$ cat config.mk
export PLATFORM = sky130hd
export DESIGN_NAME = distributed_mutex_node_unit
export DESIGN_NICKNAME = d
export VERILOG_FILES = /design/src/dmn_pkg.sv /design/src/dmn_fifo.sv /design/src/dmn_front.sv /design/src/dmn_back.sv /design/src/distributed_mutex_node_unit.sv
export SDC_FILE = /design/constraint.sdc
export NUM_CORES = 1
export LEC_CHECK = 0
export BUFFER_PORTS_ARGS = -buffer_cell sky130_fd_sc_hd__buf_2
export CAP_MARGIN = 20
export CELL_PAD_IN_SITES_DETAIL_PLACEMENT = 0
export CELL_PAD_IN_SITES_GLOBAL_PLACEMENT = 1
export CORE_MARGIN = 2
export CORE_UTILIZATION = 49
export CTS_CLUSTER_SIZE = 24
export DETAILED_ROUTE_END_ITERATION = 16
export GPL_ROUTABILITY_DRIVEN = 1
export PLACE_DENSITY_LB_ADDON = 0.25
export SLEW_MARGIN = 20
export SYNTH_ARGS = -nofsm -noshare
export SYNTH_HDL_FRONTEND = slang
export SYNTH_SLANG_ARGS = --single-unit
$ cat constraint.sdc
create_clock -name clk_i -period 8 [get_ports clk_i]
set_input_delay 0.4 -clock clk_i [delete_from_list [all_inputs] [get_ports clk_i]]
set_output_delay 0.4 -clock clk_i [all_outputs]
set_load 0.05 [all_outputs]
$ cat src/dmn_pkg.sv
package dmn_pkg;

  localparam int DefaultNodes = 16;
  localparam int IdW          = 4;
  localparam int CountW       = 5;
  localparam int StampW       = 32;
  localparam int QueueDepth   = 2;
  localparam int InDataW      = 40;
  localparam int OutDataW     = 40;
  localparam int CfgIdxW      = 1;
  localparam int CfgDataW     = 5;

  localparam logic [StampW-1:0] ClockMax = '1;

  typedef enum logic [1:0] {
    CMD_REQUEST = 2'd0,
    CMD_PEER    = 2'd1,
    CMD_REPLY   = 2'd2,
    CMD_EXIT    = 2'd3
  } cmd_e;

  typedef enum logic [1:0] {
    ACT_REQUEST = 2'd0,
    ACT_REPLY   = 2'd1,
    ACT_GRANT   = 2'd2
  } act_e;

  typedef enum logic [CfgIdxW-1:0] {
    REG_MY_ID      = 1'd0,
    REG_NODE_COUNT = 1'd1
  } reg_e;

  typedef struct packed {
    cmd_e              cmd;
    logic [StampW-1:0] ts;
    logic [IdW-1:0]    sender;
  } dmn_entry_t;

  typedef struct packed {
    logic [IdW-1:0]    my_id;
    logic [CountW-1:0] active;
  } dmn_cfg_t;

  function automatic logic [StampW-1:0] sat_inc(input logic [StampW-1:0] v);
    return (v == ClockMax) ? ClockMax : v + 1'b1;
  endfunction

  // clamp node count into 2 .. cap
  function automatic logic [CountW-1:0] active_nodes(input logic [CountW-1:0] cnt,
                                                     input logic [CountW-1:0] cap);
    logic [CountW-1:0] n;
    n = cnt;
    if (n < CountW'(2)) n = CountW'(2);
    if (n > cap) n = cap;
    return n;
  endfunction

endpackage

$ cat src/dmn_fifo.sv
module dmn_fifo
  import dmn_pkg::*;
(
  input  logic       clk_i,
  input  logic       rst_ni,
  input  logic       push_i,
  input  dmn_entry_t push_data_i,
  output logic       full_o,
  input  logic       pop_i,
  output dmn_entry_t pop_data_o,
  output logic       empty_o
);

  localparam int PtrW = (QueueDepth > 1) ? $clog2(QueueDepth) : 1;
  localparam int CntW = $clog2(QueueDepth + 1);

  dmn_entry_t        mem_q [QueueDepth];
  logic [PtrW-1:0]   wr_ptr_q, rd_ptr_q;
  logic [CntW-1:0]   count_q;
  logic              do_push, do_pop;

  assign full_o     = (count_q == CntW'(QueueDepth));
  assign empty_o    = (count_q == '0);
  assign do_push    = push_i && !full_o;
  assign do_pop     = pop_i && !empty_o;
  assign pop_data_o = mem_q[rd_ptr_q];

  function automatic logic [PtrW-1:0] ptr_inc(input logic [PtrW-1:0] p);
    return (p == PtrW'(QueueDepth - 1)) ? '0 : p + 1'b1;
  endfunction

  always_ff @(posedge clk_i) begin
    if (do_push) mem_q[wr_ptr_q] <= push_data_i;
  end

  always_ff @(posedge clk_i or negedge rst_ni) begin
    if (!rst_ni) begin
      wr_ptr_q <= '0;
      rd_ptr_q <= '0;
      count_q  <= '0;
    end else begin
      if (do_push) wr_ptr_q <= ptr_inc(wr_ptr_q);
      if (do_pop) rd_ptr_q <= ptr_inc(rd_ptr_q);
      if (do_push && !do_pop) count_q <= count_q + 1'b1;
      else if (do_pop && !do_push) count_q <= count_q - 1'b1;
    end
  end

  a_count_bound: assert property (@(posedge clk_i) disable iff (!rst_ni)
    count_q <= CntW'(QueueDepth))
    else $error("queue count beyond depth");

endmodule

$ cat src/dmn_front.sv
module dmn_front
  import dmn_pkg::*;
#(
  parameter int NODES = DefaultNodes
) (
  input  logic                clk_i,
  input  logic                rst_ni,
  input  logic                cfg_we_i,
  input  logic [CfgIdxW-1:0]  cfg_idx_i,
  input  logic [CfgDataW-1:0] cfg_data_i,
  input  logic                in_valid_i,
  output logic                in_ready_o,
  input  dmn_entry_t          in_entry_i,
  output logic                push_o,
  output dmn_entry_t          push_data_o,
  input  logic                full_i,
  output dmn_cfg_t            cfg_o
);

  localparam logic [CountW-1:0] NodeCap = CountW'((NODES < 16) ? NODES : 16);

  logic [IdW-1:0]    my_id_q;
  logic [CountW-1:0] node_count_q;
  logic [CountW-1:0] active;
  logic              drop;

  always_ff @(posedge clk_i or negedge rst_ni) begin
    if (!rst_ni) begin
      my_id_q      <= '0;
      node_count_q <= CountW'(2);
    end else if (cfg_we_i) begin
      unique case (reg_e'(cfg_idx_i))
        REG_MY_ID:      my_id_q      <= cfg_data_i[IdW-1:0];
        REG_NODE_COUNT: node_count_q <= cfg_data_i;
        default: ;
      endcase
    end
  end

  assign active       = active_nodes(node_count_q, NodeCap);
  assign cfg_o.my_id  = my_id_q;
  assign cfg_o.active = active;

  // peer requests from self or from outside the group never reach the back end
  assign drop = (in_entry_i.cmd == CMD_PEER) &&
                ((in_entry_i.sender == my_id_q) || ({1'b0, in_entry_i.sender} >= active));

  assign in_ready_o  = !full_i;
  assign push_o      = in_valid_i && !full_i && !drop;
  assign push_data_o = in_entry_i;

endmodule

$ cat src/dmn_back.sv
module dmn_back
  import dmn_pkg::*;
#(
  parameter int NODES = DefaultNodes
) (
  input  logic              clk_i,
  input  logic              rst_ni,
  input  dmn_cfg_t          cfg_i,
  input  logic              empty_i,
  input  dmn_entry_t        entry_i,
  output logic              pop_o,
  output logic              out_valid_o,
  input  logic              out_ready_i,
  output act_e              out_act_o,
  output logic [IdW-1:0]    out_dest_o,
  output logic [StampW-1:0] out_stamp_o,
  output logic              out_last_o
);

  localparam int DefW = (NODES < 16) ? NODES : 16;

  typedef enum logic {
    ST_IDLE,
    ST_SCAN
  } state_e;

  state_e            state_q, state_d;
  logic [StampW-1:0] clock_q, clock_d;
  logic [StampW-1:0] stamp_q, stamp_d;
  logic              requesting_q, requesting_d;
  logic [IdW-1:0]    owed_q, owed_d;
  logic [DefW-1:0]   deferred_q, deferred_d;
  logic [DefW-1:0]   pend_q, pend_d;
  act_e              scan_act_q, scan_act_d;
  logic              out_valid_q, out_valid_d;
  act_e              out_act_q, out_act_d;
  logic [IdW-1:0]    out_dest_q, out_dest_d;
  logic [StampW-1:0] out_stamp_q, out_stamp_d;
  logic              out_last_q, out_last_d;

  logic              can_emit;
  logic [DefW-1:0]   peer_mask;
  logic [DefW-1:0]   sender_sel;
  logic [DefW-1:0]   pend_rest;
  logic [DefW-1:0]   exit_mask;
  logic [IdW-1:0]    low_id;
  logic              id_in_group;
  logic              mine;
  logic [StampW-1:0] clock_inc;
  logic [StampW-1:0] clock_max;

  always_comb begin
    for (int j = 0; j < DefW; j++) begin
      peer_mask[j]  = (CountW'(j) < cfg_i.active) && (IdW'(j) != cfg_i.my_id);
      sender_sel[j] = (entry_i.sender == IdW'(j));
    end
  end

  // lowest pending node goes out first
  always_comb begin
    low_id = '0;
    for (int j = DefW - 1; j >= 0; j--) begin
      if (pend_q[j]) low_id = IdW'(j);
    end
  end

  assign pend_rest   = pend_q & (pend_q - {{(DefW-1){1'b0}}, 1'b1});
  assign exit_mask   = deferred_q & peer_mask;
  assign id_in_group = ({1'b0, cfg_i.my_id} < cfg_i.active);
  assign clock_inc   = sat_inc(clock_q);
  assign clock_max   = (clock_q > entry_i.ts) ? clock_q : entry_i.ts;
  assign mine        = requesting_q &&
                       ((entry_i.ts > stamp_q) ||
                        ((entry_i.ts == stamp_q) && (cfg_i.my_id < entry_i.sender)));
  assign can_emit    = !out_valid_q || out_ready_i;

  always_comb begin
    state_d      = state_q;
    clock_d      = clock_q;
    stamp_d      = stamp_q;
    requesting_d = requesting_q;
    owed_d       = owed_q;
    deferred_d   = deferred_q;
    pend_d       = pend_q;
    scan_act_d   = scan_act_q;
    out_valid_d  = out_valid_q && !out_ready_i;
    out_act_d    = out_act_q;
    out_dest_d   = out_dest_q;
    out_stamp_d  = out_stamp_q;
    out_last_d   = out_last_q;
    pop_o        = 1'b0;

    unique case (state_q)
      ST_IDLE: begin
        if (!empty_i && can_emit) begin
          pop_o = 1'b1;
          unique case (entry_i.cmd)
            CMD_REQUEST: begin
              if (!requesting_q) begin
                requesting_d = 1'b1;
                clock_d      = clock_inc;
                stamp_d      = clock_inc;
                owed_d       = IdW'(cfg_i.active - {{(CountW-1){1'b0}}, id_in_group});
                pend_d       = peer_mask;
                scan_act_d   = ACT_REQUEST;
                state_d      = ST_SCAN;
              end
            end
            CMD_PEER: begin
              if (mine) begin
                deferred_d = deferred_q | sender_sel;
              end else begin
                deferred_d  = deferred_q & ~sender_sel;
                out_valid_d = 1'b1;
                out_act_d   = ACT_REPLY;
                out_dest_d  = entry_i.sender;
                out_stamp_d = '0;
                out_last_d  = 1'b1;
              end
              clock_d = sat_inc(clock_max);
            end
            CMD_REPLY: begin
              if (requesting_q && (owed_q != '0)) begin
                owed_d = owed_q - 1'b1;
                if (owed_q == IdW'(1)) begin
                  out_valid_d = 1'b1;
                  out_act_d   = ACT_GRANT;
                  out_dest_d  = '0;
                  out_stamp_d = '0;
                  out_last_d  = 1'b1;
                end
              end
            end
            CMD_EXIT: begin
              requesting_d = 1'b0;
              owed_d       = '0;
              deferred_d   = '0;
              if (exit_mask != '0) begin
                pend_d     = exit_mask;
                scan_act_d = ACT_REPLY;
                state_d    = ST_SCAN;
              end
            end
            default: ;
          endcase
        end
      end
      ST_SCAN: begin
        if (can_emit) begin
          out_valid_d = 1'b1;
          out_act_d   = scan_act_q;
          out_dest_d  = low_id;
          out_stamp_d = (scan_act_q == ACT_REQUEST) ? stamp_q : '0;
          out_last_d  = (pend_rest == '0);
          pend_d      = pend_rest;
          if (pend_rest == '0) state_d = ST_IDLE;
        end
      end
      default: state_d = ST_IDLE;
    endcase
  end

  always_ff @(posedge clk_i or negedge rst_ni) begin
    if (!rst_ni) begin
      state_q      <= ST_IDLE;
      clock_q      <= '0;
      stamp_q      <= '0;
      requesting_q <= 1'b0;
      owed_q       <= '0;
      deferred_q   <= '0;
      pend_q       <= '0;
      scan_act_q   <= ACT_REQUEST;
      out_valid_q  <= 1'b0;
      out_act_q    <= ACT_REQUEST;
      out_dest_q   <= '0;
      out_stamp_q  <= '0;
      out_last_q   <= 1'b0;
    end else begin
      state_q      <= state_d;
      clock_q      <= clock_d;
      stamp_q      <= stamp_d;
      requesting_q <= requesting_d;
      owed_q       <= owed_d;
      deferred_q   <= deferred_d;
      pend_q       <= pend_d;
      scan_act_q   <= scan_act_d;
      out_valid_q  <= out_valid_d;
      out_act_q    <= out_act_d;
      out_dest_q   <= out_dest_d;
      out_stamp_q  <= out_stamp_d;
      out_last_q   <= out_last_d;
    end
  end

  assign out_valid_o = out_valid_q;
  assign out_act_o   = out_act_q;
  assign out_dest_o  = out_dest_q;
  assign out_stamp_o = out_stamp_q;
  assign out_last_o  = out_last_q;

  a_scan_pending: assert property (@(posedge clk_i) disable iff (!rst_ni)
    (state_q == ST_SCAN) |-> (pend_q != '0))
    else $error("scan state with nothing pending");

  a_owed_needs_request: assert property (@(posedge clk_i) disable iff (!rst_ni)
    (owed_q != '0) |-> requesting_q)
    else $error("replies owed while not requesting");

  a_stamp_not_ahead: assert property (@(posedge clk_i) disable iff (!rst_ni)
    stamp_q <= clock_q)
    else $error("request stamp ahead of clock");

endmodule

$ cat src/distributed_mutex_node_unit.sv
// channel   dir  handshake              payload
// s_axis    in   tvalid/tready          tuser: command; tdata: msg_timestamp, msg_sender
// m_axis    out  tvalid/tready, tlast   tuser: action; tdata: dest_node, stamp
// cfg       in   cfg_we_i               cfg_idx_i selects my_id or node_count
//
// a request is written into the queue, then the back end decodes it from the queue head
// peer request, peer reply and exit without deferred replies finish with that decode
// request entry and exit then emit up to 15 messages, one per cycle if not stalled,
// paced by the back-end scan of the pending node mask
// reset clears clock, stamps, deferred bits, queue and output register
// a stalled output holds the back end; the front keeps taking requests until the queue fills
module distributed_mutex_node_unit
  import dmn_pkg::*;
#(
  parameter int NODES = DefaultNodes
) (
  input  logic                clk_i,
  input  logic                rst_ni,
  input  logic                cfg_we_i,
  input  logic [CfgIdxW-1:0]  cfg_idx_i,
  input  logic [CfgDataW-1:0] cfg_data_i,
  input  logic                s_axis_tvalid_i,
  output logic                s_axis_tready_o,
  input  logic [InDataW-1:0]  s_axis_tdata_i,   // msg_timestamp[31:0], msg_sender[35:32]
  input  logic [1:0]          s_axis_tuser_i,   // command[1:0]
  output logic                m_axis_tvalid_o,
  input  logic                m_axis_tready_i,
  output logic [OutDataW-1:0] m_axis_tdata_o,   // dest_node[3:0], stamp[35:4]
  output logic [1:0]          m_axis_tuser_o,   // action[1:0]
  output logic                m_axis_tlast_o
);

  dmn_entry_t        in_entry;
  dmn_entry_t        push_data;
  dmn_entry_t        pop_data;
  dmn_cfg_t          cfg;
  logic              push, pop, full, empty;
  act_e              out_act;
  logic [IdW-1:0]    out_dest;
  logic [StampW-1:0] out_stamp;

  assign in_entry.cmd    = cmd_e'(s_axis_tuser_i);
  assign in_entry.ts     = s_axis_tdata_i[StampW-1:0];
  assign in_entry.sender = s_axis_tdata_i[StampW +: IdW];

  dmn_front #(
    .NODES(NODES)
  ) u_front (
    .clk_i       (clk_i),
    .rst_ni      (rst_ni),
    .cfg_we_i    (cfg_we_i),
    .cfg_idx_i   (cfg_idx_i),
    .cfg_data_i  (cfg_data_i),
    .in_valid_i  (s_axis_tvalid_i),
    .in_ready_o  (s_axis_tready_o),
    .in_entry_i  (in_entry),
    .push_o      (push),
    .push_data_o (push_data),
    .full_i      (full),
    .cfg_o       (cfg)
  );

  dmn_fifo u_fifo (
    .clk_i       (clk_i),
    .rst_ni      (rst_ni),
    .push_i      (push),
    .push_data_i (push_data),
    .full_o      (full),
    .pop_i       (pop),
    .pop_data_o  (pop_data),
    .empty_o     (empty)
  );

  dmn_back #(
    .NODES(NODES)
  ) u_back (
    .clk_i       (clk_i),
    .rst_ni      (rst_ni),
    .cfg_i       (cfg),
    .empty_i     (empty),
    .entry_i     (pop_data),
    .pop_o       (pop),
    .out_valid_o (m_axis_tvalid_o),
    .out_ready_i (m_axis_tready_i),
    .out_act_o   (out_act),
    .out_dest_o  (out_dest),
    .out_stamp_o (out_stamp),
    .out_last_o  (m_axis_tlast_o)
  );

  assign m_axis_tuser_o = out_act;
  assign m_axis_tdata_o = {{(OutDataW-IdW-StampW){1'b0}}, out_stamp, out_dest};

endmodule
After elaboration in Yosys (flattened, before gate mapping). Memories as Yosys holds them, arrays and structs flattened. Cells that the tools add are included.

Add/sub/neg operators: 9. $lt $le $gt $ge: 23. Eq/ne operators: 52. Muxes and demuxes: 89. Bitwise gates (word level): 8. Reduce and logical (&&, ||, !) cells: 61.

Operators with widths (number): 32-bit two-way mux (10); 32-bit case mux with 2 select lines (3); 16-bit case mux with 2 select lines (3); 4-bit two-way mux (23); 16-bit two-way mux (5); 32-bit by 1-bit adder with 32-bit output, second input constant (2); 32-bit == test, second input constant (2); 32-bit greater-than comparator (2); 16-bit bitwise AND (3); 4-bit by 5-bit less-than comparator with 1-bit output, first input constant (8); 32-bit == test (1); 4-bit == test, second input constant (8); 4-bit inequality test, first input constant (8); 1-bit logical AND (28); 1-bit two-way mux (21); 3-bit by 5-bit less-than comparator with 1-bit output, first input constant (4); 2-bit two-way mux (9); 4-bit by 3-bit == test with 1-bit output, second input constant (4); 16-bit zero test (1); 3-bit by 4-bit inequality test with 1-bit output, first input constant (4); 16-bit NOT (1); 16-bit bitwise OR (1); 4-bit case mux with 2 select lines (2); 16-bit nonzero test (1); 41 further kinds (88).

Bits in registers: 157. Bits in writable memories: 76. Input port bits: 53. Output and inout port bits: 45. Logic and storage cells: 261. Memories kept: 1.

Memory list: u_fifo.mem_q (words 2, width 38, read ports 1, clocked after Yosys merged registers in 0, write ports 1, line dmn_fifo.sv:17) `dmn_entry_t mem_q [QueueDepth];`.

Depth between registers and ports, before layout.
Depth in word-level cells: 18. Depth in mapped cells: 29. Gate-level depth less buffers: 19.

Hierarchy. A second synthesis with hierarchy kept.

Cell total of the unflattened synthesis: 1556. Area total of the unflattened synthesis: 14906.8 sq um.

Modules (own cells, without submodules): dmn_back (times used 1, cells each 1326, area each 11041.8 sq um, sequential area each 3578.4 sq um); dmn_fifo (times used 1, cells each 137, area each 2985.4 sq um, sequential area each 2382.3 sq um); dmn_front (times used 1, cells each 88, area each 845.8 sq um, sequential area each 226.5 sq um); distributed_mutex_node_unit (times used 1, cells each 5, area each 33.8 sq um, sequential area each 0.0 sq um).

Worst setup path after synthesis. OpenSTA, ideal clock, no wires.

Path kind: flip-flop to flip-flop. From: register u_fifo.rd_ptr_q. To: register u_back.clock_q[26]. Setup time: 65 ps. Arrival: 5635 ps. Required time: 7935 ps. Slack: 2300 ps. Cell stages (with the launch flop): 30. Period minus slack after synthesis: 5700 ps. Path through: dfrtp_1 > buf_6 > buf_6 > buf_2 > buf_4 > buf_2 > buf_2 > nand2_1 > and2_1 > ha_1 > a21o_1 > nand3_1 > a211oi_1 > o41a_1 > o31ai_2 > buf_2 > buf_2 > buf_2 > nand2_1 > o21ai_0 > ha_1 > and3_1 > or4b_4 > nor2_8 > nand2_1 > o21ai_1 > mux2i_2 > buf_2 > a32oi_1 > o22a_1.

Cells in the longest elaborated chain, start to end: 6.

RTL lines: start, declared (line dmn_fifo.sv:18) `logic [PtrW-1:0] wr_ptr_q, rd_ptr_q;`; start signal, assigned (line dmn_fifo.sv:43) `if (do_pop) rd_ptr_q <= ptr_inc(rd_ptr_q);`; memory read 2 x 38 bit (*); 32-bit greater-than comparator (line dmn_back.sv:71) `assign clock_max = (clock_q > entry_i.ts) ? clock_q : entry_i.ts;`; 32-bit two-way mux (line dmn_back.sv:71); 32-bit by 1-bit adder with 32-bit output or 32-bit == test (tied branches) (line dmn_pkg.sv:45) `return (v == ClockMax) ? ClockMax : v + 1'b1;`; 32-bit two-way mux (line dmn_pkg.sv:45); 32-bit case mux with 2 select lines (line dmn_back.sv:97) `unique case (entry_i.cmd)`; end signal, assigned (line dmn_back.sv:180) `clock_q <= clock_d;`; end, declared (line dmn_back.sv:28) `logic [StampW-1:0] clock_q, clock_d;`.

Mark *: on every way between the ends. The rest lies on a longest branch, timed or not. A chain may end at the register's enable or synchronous reset.

Final worst setup path.
From: register u_fifo.rd_ptr_q. To: register u_back.clock_q[0].

Same word-level chain as after synthesis.

==> summary.md <==
| Metric | Value |
|---|---|
| Outcome | `finished, violations left` |
| Violations in the final reports | `negative hold slack` |
| Max frequency | `about 170 MHz` |
| CTS Buf Count | `27` |
| Async SR Flop Fraction | `0.672` |
| Min-Delay Path Class | `in -> async` |
| CTS tree | `built` |
| Detailed placement HPWL | `between 20,000 and 30,000 µm` |
| Worst path cell trace | `buf_4, mux2i_1, inv_1, ha_1, nor2b_1, o211ai_1, a2111oi_0, o41a_1, o31ai_4, buf_4, o21ai_0, ha_1, and3_1, or4b_4, nor2_8, nand2_1, o21ai_1, mux2i_2, buf_4, a221o_1, o21ai_0` |
| Clock share of power | `0.173` |
| CTS root buf | `clkbuf_16` |
| WL final | `39,400 µm` |
| Synth warnings | `0` |
| Unique masters post-synth | `89` |
| First-pass GRT wire length | `between 60,000 and 70,000 µm` |
| Data required, critical path | `between 8000 and 9000 ps` |
| Switch Pwr | `roughly 3.3 mW` |
| GR Util All Layers | `0.254` |
| # port buffers | `just under 90` |
| R2r startpoint | `u_fifo.rd_ptr_q$_DFFE_PN0P_` |
| Area grow syn2layout | `10.6%` |
| Register-to-register setup slack | `between 1500 and 2000 ps` |
| Skew-Pair Late Insertion Delay | `roughly 540 ps` |
| Util after Layout | `0.550` |
| Full die area | `about 31,000 µm²` |
| Largest net degree at the start of global routing | `between 90 and 100` |
| Routed vias/inst | `between 5 and 6` |
| Share of layout cells above drive strength 1 | `0.137` |
| Worst-path fanout max | `23` |
| Leak | `roughly 7.0 nW` |
| Post-Syn Area per Cell | `roughly 9.9 µm²` |
| Postcts setup bufs | `0` |
| Max incr delay on CP | `approximately 700 ps` |
| Sw Share | `0.468` |
| Antenna cells | `0` |
| Synth top area cells | `dfrtp_1, edfxtp_1, ha_1` |
| Detail Route Antenna Nets | `0` |
| Sequential power share | `0.315` |
| DRC viols | `0` |
| FP Rows | `between 60 and 70` |
| Routability cong. | `0.937` |
| Core area | `between 20,000 and 30,000 µm²` |
| Io pins | `slightly below 100` |
| Worst setup path category | `reg -> reg` |
| Pwr per Cell Area | `approximately 430 nW/µm²` |
| Initial DRC Count | `around 1,400` |
| Final min period | `approximately 6000 ps` |
| Worst R2R Path Depth | `21` |
| Internal | `approximately 3.8 mW` |
| H-Tree Depth | `1` |
| Number of flops mapped to enable cells by yosys | `76` |
| Least-Margin Pin Slew | `1020 ps` |
| Register area share after synthesis | `0.421` |
| Reg2Reg Capture Point | `u_back.clock_q[0]$_DFFE_PN0P_` |
| Arrival time at the worst endpoint | `approximately 6500 ps` |
| Xor/xnor share of the synthesized area | `0.0453` |
| # fillers | `2,628` |
| Clock Sink Count | `approximately 230` |
| Worst vdd ir | `~0.23 mV` |
| Hold Vio Cnt, Final | `22` |
| Post-synth top cells | `dfrtp_1, nand2_1, inv_1, o21ai_0` |
| Largest family of logic cells by synthesized area | `compound AO/OA/AOI/OAI gates` |
| RSZ-0062 raised after global routing | `false` |
| Clock slew at reported path FFs | `approximately 60 ps` |
| Final setup viols | `0` |
| Antenna violations before repair | `0` |
| Dpl ws | `around 2100 ps` |
| Critical Path Sink Type | `flip-flop` |
| Worst Slack Setup Final | `1950 ps` |
| Initial Util | `0.497` |
| GRT overflow | `0` |
| Main flop type after synthesis | `dfrtp_1` |
| WL/cell | `between 20 and 25 µm` |
| DIE HEIGHT | `around 180 µm` |
| Mapped Cells | `1,490` |
| Synth Area in Compound Gates | `0.190` |
| Startpoint types | `flip-flop` |
| Leading area contributor after synthesis | `dfrtp_1` |
| Post-synthesis mux area share | `0.0635` |
| Synth Area in Adders | `0.0762` |
| Slowest-stage cell, CP | `dfrtp_2` |
| Cts-stage hold buffer count | `0` |
| Combinational share of power | `0.511` |
| Worst relative slew slack | `0.314` |
| Most frequent CP cell | `buf_4` |
| Top-count cell post-synth | `dfrtp_1` |
| Non-Filler Instances | `~1,900` |
| Placed Instance Area | `15,300 µm²` |
| Pwr Total | `between 7 and 8 mW` |
| Die X | `between 150 and 200 µm` |
| NumNets Final | `around 1,700` |
| CTS max path bufs | `3` |
| Yosys top cell area share | `0.264` |
| Placed Cells | `approximately 1,900` |
| MaxCap Viol Count | `0` |
| TNS Setup | `0 ps` |
| Pre-antenna DRT Iters | `5` |
| Vias post-DR | `11,600` |
| WHS | `-71.1 ps` |
| Clk_skew | `between 10 and 15 ps` |
| Post-Syn Area | `~15,000 µm²` |
| Period utilisation layout | `0.757` |
| Vias in the first global route | `~11,000` |
| Post-cts repair resize count | `0` |
| Design area | `16,300 µm²` |
| Yosys reg bits | `between 200 and 250` |
| Simple-gate share of the synthesized area | `0.149` |
| Final Max Tran Viols | `0` |
-- power groups by stage --
stage / logic, mW / registers, mW / clock network, mW
after CTS: 3.57 / 2.21 / 1.25
after global placement: 3.48 / 2.22 / 0
after detailed placement: 3.54 / 2.24 / 0
after floorplan: 2.58 / 2.27 / 0
after global routing: 3.98 / 2.30 / 1.30
final: 3.61 / 2.23 / 1.22
-- how the worst max path moves through the flow --
| stage | startpoint | end | cells past startpoint | slack, ps |
|---|---|---|---|---|
| 6_report | u_fifo.rd_ptr_q$_DFFE_PN0P_ | u_back.clock_q[0]$_DFFE_PN0P_ | 21 | 1950 |
| 5_1_grt | u_fifo.rd_ptr_q$_DFFE_PN0P_ | u_back.clock_q[0]$_DFFE_PN0P_ | 21 | 1500 |
| 4_1_cts | u_fifo.rd_ptr_q$_DFFE_PN0P_ | u_back.clock_q[0]$_DFFE_PN0P_ | 21 | 2040 |
| 3_5_place_dp | u_fifo.rd_ptr_q$_DFFE_PN0P_ | u_back.clock_q[0]$_DFFE_PN0P_ | 20 | 2070 |
| 3_3_place_gp | u_fifo.rd_ptr_q$_DFFE_PN0P_ | u_back.clock_q[0]$_DFFE_PN0P_ | 20 | 2110 |
| 2_1_floorplan | u_fifo.rd_ptr_q$_DFFE_PN0P_ | u_back.clock_q[26]$_DFFE_PN0P_ | 29 | 2300 |
-- layout make-up --
type	instances	area (µm²)	area share
inverters	98	368	0.0226
clock inverters	16	156	0.00962
clock buffers	31	731	0.0450
flip-flops and latches	232	6190	0.381
repair buffers	104	577	0.0355
multi-input cells	1076	7740	0.476
well taps	390	488	0.0300
-- sequential cells by signal, indices dropped and copies added (netlist names), 4 cells and up --
name                  flops
u_back.pend_q            16
u_back.deferred_q        16
u_back.out_dest_o         4
u_back.stamp_q           32
u_front.my_id_q           4
u_fifo.mem_q             76
u_back.out_stamp_o       32
u_back.owed_q             4
u_front.node_count_q      5
u_back.clock_q           32
-- per-layer routing --
layer,GRT usage,wire (µm),vias to the layer above
met1,0.430,20200,5571
li1,-,-,5595
met3,0.0404,3260,40
met5,0,0,-
met2,0.336,15400,430
met4,0.0420,566,0
-- worst max-delay path: cells and delay by family, from the launching register on --
kind | cells | cell delay, ps
adder cells (fa/ha/maj) | 2 | 440
buffers and inverters | 4 | 1020
AO/OA/AOI/OAI | 8 | 1730
AND/OR/NAND/NOR | 5 | 1160
multiplexers | 2 | 900
flip-flops | 1 | 690
-- placed cells by master (no fill, tap or decap), drive strengths merged, types with 11 or more instances in the layout --
cell and n:
inv 98, buf 104, and3 14, nor2 89, mux2i 62, nor4 11, dfrtp 155, edfxtp 76
xor2 24, clkbuf 31, o31ai 13, nand4 36, o211ai 23, a21oi 72, a22o 38, a21o 17
a31oi 21, mux2 27, xnor2 52, nand2b 23, ha 87, nor3 32, nand2 118, nand3 48
a32o 15, a22oi 20, a211oi 15, o21ai 95
-- kinds of logic (layout without fill, tap and decap cells) --
kind of cell,count (synthesis),after routing
simple gates,413,413
compound gates,404,404
flops,232,232
buf+inv,185,249
fa+ha+maj,90,90
mux,89,89
xor+xnor,76,76
other cells,1,4
No activity file was read; power rests on OpenSTA's default activity.
